**src/rtl/rsc_pkg.sv**
```systemverilog
// shared constants and types of the row structure counter
// no dependencies
package rsc_pkg;

  localparam int MAX_COLS = 4096;
  localparam int IDX_W    = $clog2(MAX_COLS);
  localparam int CNT_W    = $clog2(MAX_COLS + 1);
  localparam int COL_W    = 12;
  localparam int ROWC_W   = 13;
  localparam int VAL_W    = 31;
  localparam int CFG_AW   = 3;
  localparam int CFG_DW   = 32;

  localparam logic [VAL_W-1:0] VAL31_MAX = {VAL_W{1'b1}};

  localparam logic [0:0] REG_NNZ_LIMIT = 1'b0;

  localparam logic KIND_COLUMN  = 1'b0;
  localparam logic KIND_ROW_END = 1'b1;

  typedef enum logic [2:0] {
    ST_IDLE = 3'b001,
    ST_LOOK = 3'b010,
    ST_ENDR = 3'b100
  } state_t;

  typedef struct packed {
    logic             lk_en;
    logic [IDX_W-1:0] lk_addr;
    logic             mk_en;
    logic [IDX_W-1:0] mk_addr;
    logic [IDX_W-1:0] mk_slot;
    logic [COL_W-1:0] mk_col;
    logic             clr_start;
    logic [CNT_W-1:0] clr_cnt;
  } mark_req_t;

  typedef struct packed {
    logic busy;
    logic seen;
  } mark_sts_t;

endpackage

```
**src/rtl/rsc_cfg.sv**
```systemverilog
// configuration register port holding nnz_limit
// depends on rsc_pkg
module rsc_cfg import rsc_pkg::*; (
  input  logic              clk,
  input  logic              rst_n,
  input  logic              cfg_psel,
  input  logic              cfg_penable,
  input  logic              cfg_pwrite,
  input  logic [CFG_AW-1:0] cfg_paddr,
  input  logic [CFG_DW-1:0] cfg_pwdata,
  output logic [CFG_DW-1:0] cfg_prdata,
  output logic              cfg_pready,
  output logic [VAL_W-1:0]  nnz_limit
);

  logic [VAL_W-1:0] limit_r;
  logic [0:0]       reg_idx;
  logic             wr_en;

  assign reg_idx    = cfg_paddr[2:2];
  assign wr_en      = cfg_psel && cfg_penable && cfg_pwrite && (reg_idx == REG_NNZ_LIMIT);
  assign cfg_pready = 1'b1;
  assign nnz_limit  = limit_r;

  always_comb begin
    case (reg_idx)
      REG_NNZ_LIMIT: cfg_prdata = {1'b0, limit_r};
      default:       cfg_prdata = '0;
    endcase
  end

  always_ff @(posedge clk) begin
    if (!rst_n) begin
      limit_r <= VAL31_MAX;
    end else if (wr_en) begin
      limit_r <= cfg_pwdata[VAL_W-1:0];
    end
  end

endmodule

```
**config.mk**
```make
export PLATFORM = sky130hd
export DESIGN_NAME = rsc_cfg
export DESIGN_NICKNAME = d
export VERILOG_FILES = /design/src/rtl/rsc_pkg.sv /design/src/rtl/rsc_cfg.sv
export SDC_FILE = /design/constraint.sdc
export NUM_CORES = 1
export LEC_CHECK = 0
export BUFFER_PORTS_ARGS = -buffer_cell sky130_fd_sc_hd__buf_4
export CORE_MARGIN = 2
export CORE_UTILIZATION = 45
export DETAILED_ROUTE_END_ITERATION = 6
export HOLD_SLACK_MARGIN = 0.1
export PLACE_DENSITY = 0.84
export SLEW_MARGIN = 20
export SYNTH_ARGS = -nofsm -noshare
export SYNTH_HDL_FRONTEND = slang
export SYNTH_SLANG_ARGS = --single-unit
```
**constraint.sdc**
```tcl
create_clock -name clk -period 2.2 [get_ports clk]
set_input_delay 0 -clock clk [delete_from_list [all_inputs] [get_ports clk]]
set_output_delay 0 -clock clk [all_outputs]
set_load 0.005 [all_outputs]
```
# Yosys cells after proc, flatten, opt, wreduce, memory -nomap -nowiden
# Cells that the tools add are included.
# Widths: inputs -> output; s select.
[word_totals] output_inout_bits=64 wordCells=6 register_bits=31 inputBits=40
[classes] bitwise=1 muxes=1 n_reduce_logical=3
[op_table] op="$mux 31" n=1
[op_table] op="$logic_and 1x1->1" n=3
[op_table] op="$not 1->1" n=1

# Logic depth before layout (Yosys ltp)
[logic_depth] word_depth=3 mapped_depth=4

# Worst setup path after synthesis
# Ideal clock, no wire load.
[synth_path] path_type="input-to-reg" from="in cfg_paddr[2]" to="reg limit_r[0], in the netlist nnz_limit[0]" n_path_buf=2 cell_stages=4 arrival_ns=0.660 slack_ns=1.469 path_cell_list="and4b_1 buf_6 buf_12 mux2i_1"
[synth_between] elab_chain_len=2
[synth_rtl] item="start, declared" line="rsc_cfg.sv:9" text="input logic [CFG_AW-1:0] cfg_paddr,"
[synth_rtl] item="$not 1->1"
[synth_rtl] item="$logic_and 1x1->1" line="rsc_cfg.sv:21" text="assign wr_en = cfg_psel && cfg_penable && cfg_pwrite && (reg_idx == REG_NNZ_LIMIT);"
[synth_rtl] item="end signal, assigned" line="rsc_cfg.sv:36" text="limit_r <= cfg_pwdata[VAL_W-1:0];"
[synth_rtl] item="end, declared" line="rsc_cfg.sv:16" text="logic [VAL_W-1:0] limit_r;"
# Every way passes these cells.
# A chain may end at the register's enable or synchronous reset.

# Worst setup path after layout
[layout_path] from="in cfg_paddr[2]" to="reg limit_r[22], in the netlist nnz_limit[22]"
# Same word-level chain as after synthesis.

==> reports/metrics.cfg <==
[power_and_ir_drop]
power.total_w = 0.00125
p_per_area_nw_per_um2 = 459
leakage_nw = 1.11
seqPwrFrac = 0.468
p_int_w = 0.000961
p_clk_frac = 0.318
pwr-share-comb = 0.214
swShare = 0.230
switchingPower_w = 0.000287
peakVddDrop_mv = 0.331

[logic_synthesis]
synth_fp_nets = 213
yosysUniqueCellTypes = 10
yosysWarnings = 0
synth_top_area_frac = 0.375
yosysTopAreaCell = dfxtp_1
syn_area_per_cell_um2 = 9.55
ys_seq_area_frac = 0.375
syn_inst = 173
synth_area_leaders = dfxtp_1 38%, nor2b_1 35%, mux2i_1 19%
synth-seq-cells = 31
synth_area_um2 = 1650

[finish]
n_fill_cell = 277
final_area_um2 = 2720
largest_reg_flops = 31
diodes = 0
drive_gt1_frac = 0.361
final_nets = 335
mostFrequentLayoutCells = 99 x buf_4, 92 x nor2b_1, 31 x mux2i_1, 31 x dlygate4sd3_1, 31 x dfxtp_1
area_growth_pct = 64.6
layout_commonest_cell = buf_4

[setup_path]
start_kind = input pin
crit_arrival_ns = 1.26
crit_required_ns = 2.40
end_kind = flop
path_common_cell = buf_4
slowest_stage = buf_4
rr_startpoint = nnz_limit[3]
r2r-end = nnz_limit[3]
critPathMaxFanout = 32
reg2reg_depth = 2
path_class = in2reg
max_stage_delay_ns = 0.46
rrSetupSlack_ns = 1.54
cp_cell_sequence = buf_4 > and4b_2 > buf_4 > mux2i_1

[status]
status = finished, final reports clean

[timing]
layout_min_cycle_time_ns = 1.06
fin_ws_ns = 1.14
fin_skew_ns = 0
report.final.hold_viol_count = 0
setup_violations = 0
finalCritPeriodShare = 0.480
rsz0062_at_grt = false
drv_slew = 0
worstMarginPinSlew_ns = 0.527
slew_headroom = 0.649
timing.setup.tns_ns = 0
fmax_mhz = 948

[clocking]
clk_pin_slew_ns = 0.06
cts_setup_buffers = 0
hold_buffers = 31
post_cts_resized = 0
cts_tree = built
clock_latency_ns = 0.27
cts.path.max_buffers = 2
cts-buffers-inserted = 5
clkSinkCount = 31
root_buffer = clkbuf_8
h-tree-depth = 2

[drt]
dr.pass1.iters = 2
routed_wl_um = 4130
wl_per_cell_um = 12.1
drtIter0Drc = 58
via_per_inst = 4.48
drc = 0
num_vias = 1532
drtAntennaViolNets = 0

[floorplanning]
dieArea_um2 = 4170
core_area_um2 = 3610
rows = 22
initial_core_util = 0.458
die_x_um = 64.6
die_h_um = 64.6
ios = 104

[place]
place_ws_ns = 0.873
dpl.hpwl_um = 2490
portBuffers = 98
place_area_um2 = 2340
gp_congestion = 0.690

[global_route]
grt_start_max_net_pins = 63
grt_use_total = 0.203
grt_pass1_wl_um = 6550
grt_overflow = 0
antenna_found_initial = 0
grt_pass1_vias = 1489

[flow_run]
max-cap-violations = 0

[hold_path]
hp-start = rst_n
hp-class = in2reg
hold_path_end = nnz_limit[20]
hold_path_depth = 3

==> worst max-delay path, delay by kind of cell <==
family                 cells  cell delay [ns]
buffers and inverters      2             0.68
and+or+nand+nor            1             0.32
muxes                      1             0.25
==> kinds of logic after synthesis <==
family                 share of synthesized area
other                                    0.00454
buffers and inverters                     0.0727
muxes                                      0.188
DFF                                        0.375
and+or+nand+nor                            0.360
==> metrics by stage <==
step,hold slack (ns),instances,util
2_1_floorplan,0.166,173,-
3_3_place_gp,0.253,305,0.648
3_5_place_dp,0.262,305,0.648
4_1_cts,0.309,342,0.754
5_1_grt,0.346,342,0.754
6_report,0.309,342,0.754
==> synthesized netlist by cell type (all sizes together) <==
cell type	instances
nor2b	92
dfxtp	31
mux2i	31
clkbuf	9
buf	6
conb	2
and2b	1
and4b	1
==> routing by layer <==
metal	vias to the layer above	track usage	routed length [um]
met5	-	0	0
met4	0	0.0878	65
met3	5	0.0434	220
met2	55	0.395	2210
met1	694	0.206	1640
li1	778	-	-
==> layout make-up <==
type / count / area (um^2) / area share
tap: 48 / 60.1 / 0.0221
clock buffer: 6 / 72.6 / 0.0267
sequential: 31 / 621 / 0.228
timing repair buffer: 130 / 1050 / 0.387
multi-input combinational: 127 / 913 / 0.336
==> power by group through the flow <==
stage / logic (W) / clock network (W) / registers, W
after CTS: 0.000265 / 0.000404 / 0.000584
after detailed placement: 0.000220 / 0 / 0.000596
after global routing: 0.000289 / 0.000431 / 0.000585
after global placement: 0.000215 / 0 / 0.000595
final: 0.000267 / 0.000397 / 0.000584
after floorplan: 0.0000998 / 0 / 0.000595
==> worst max-delay path by stage <==
stage	start	cells after the start	end	slack [ns]
after detailed placement	cfg_paddr[2]	4	nnz_limit[22]	0.87
after global routing	cfg_paddr[2]	4	nnz_limit[3]	1.04
after CTS	cfg_paddr[2]	4	nnz_limit[22]	1.16
after global placement	cfg_paddr[2]	4	nnz_limit[30]	0.91
final	cfg_paddr[2]	4	nnz_limit[22]	1.14
after floorplan	cfg_paddr[2]	4	nnz_limit[0]	1.47
No activity file was read; power rests on OpenSTA's default activity.
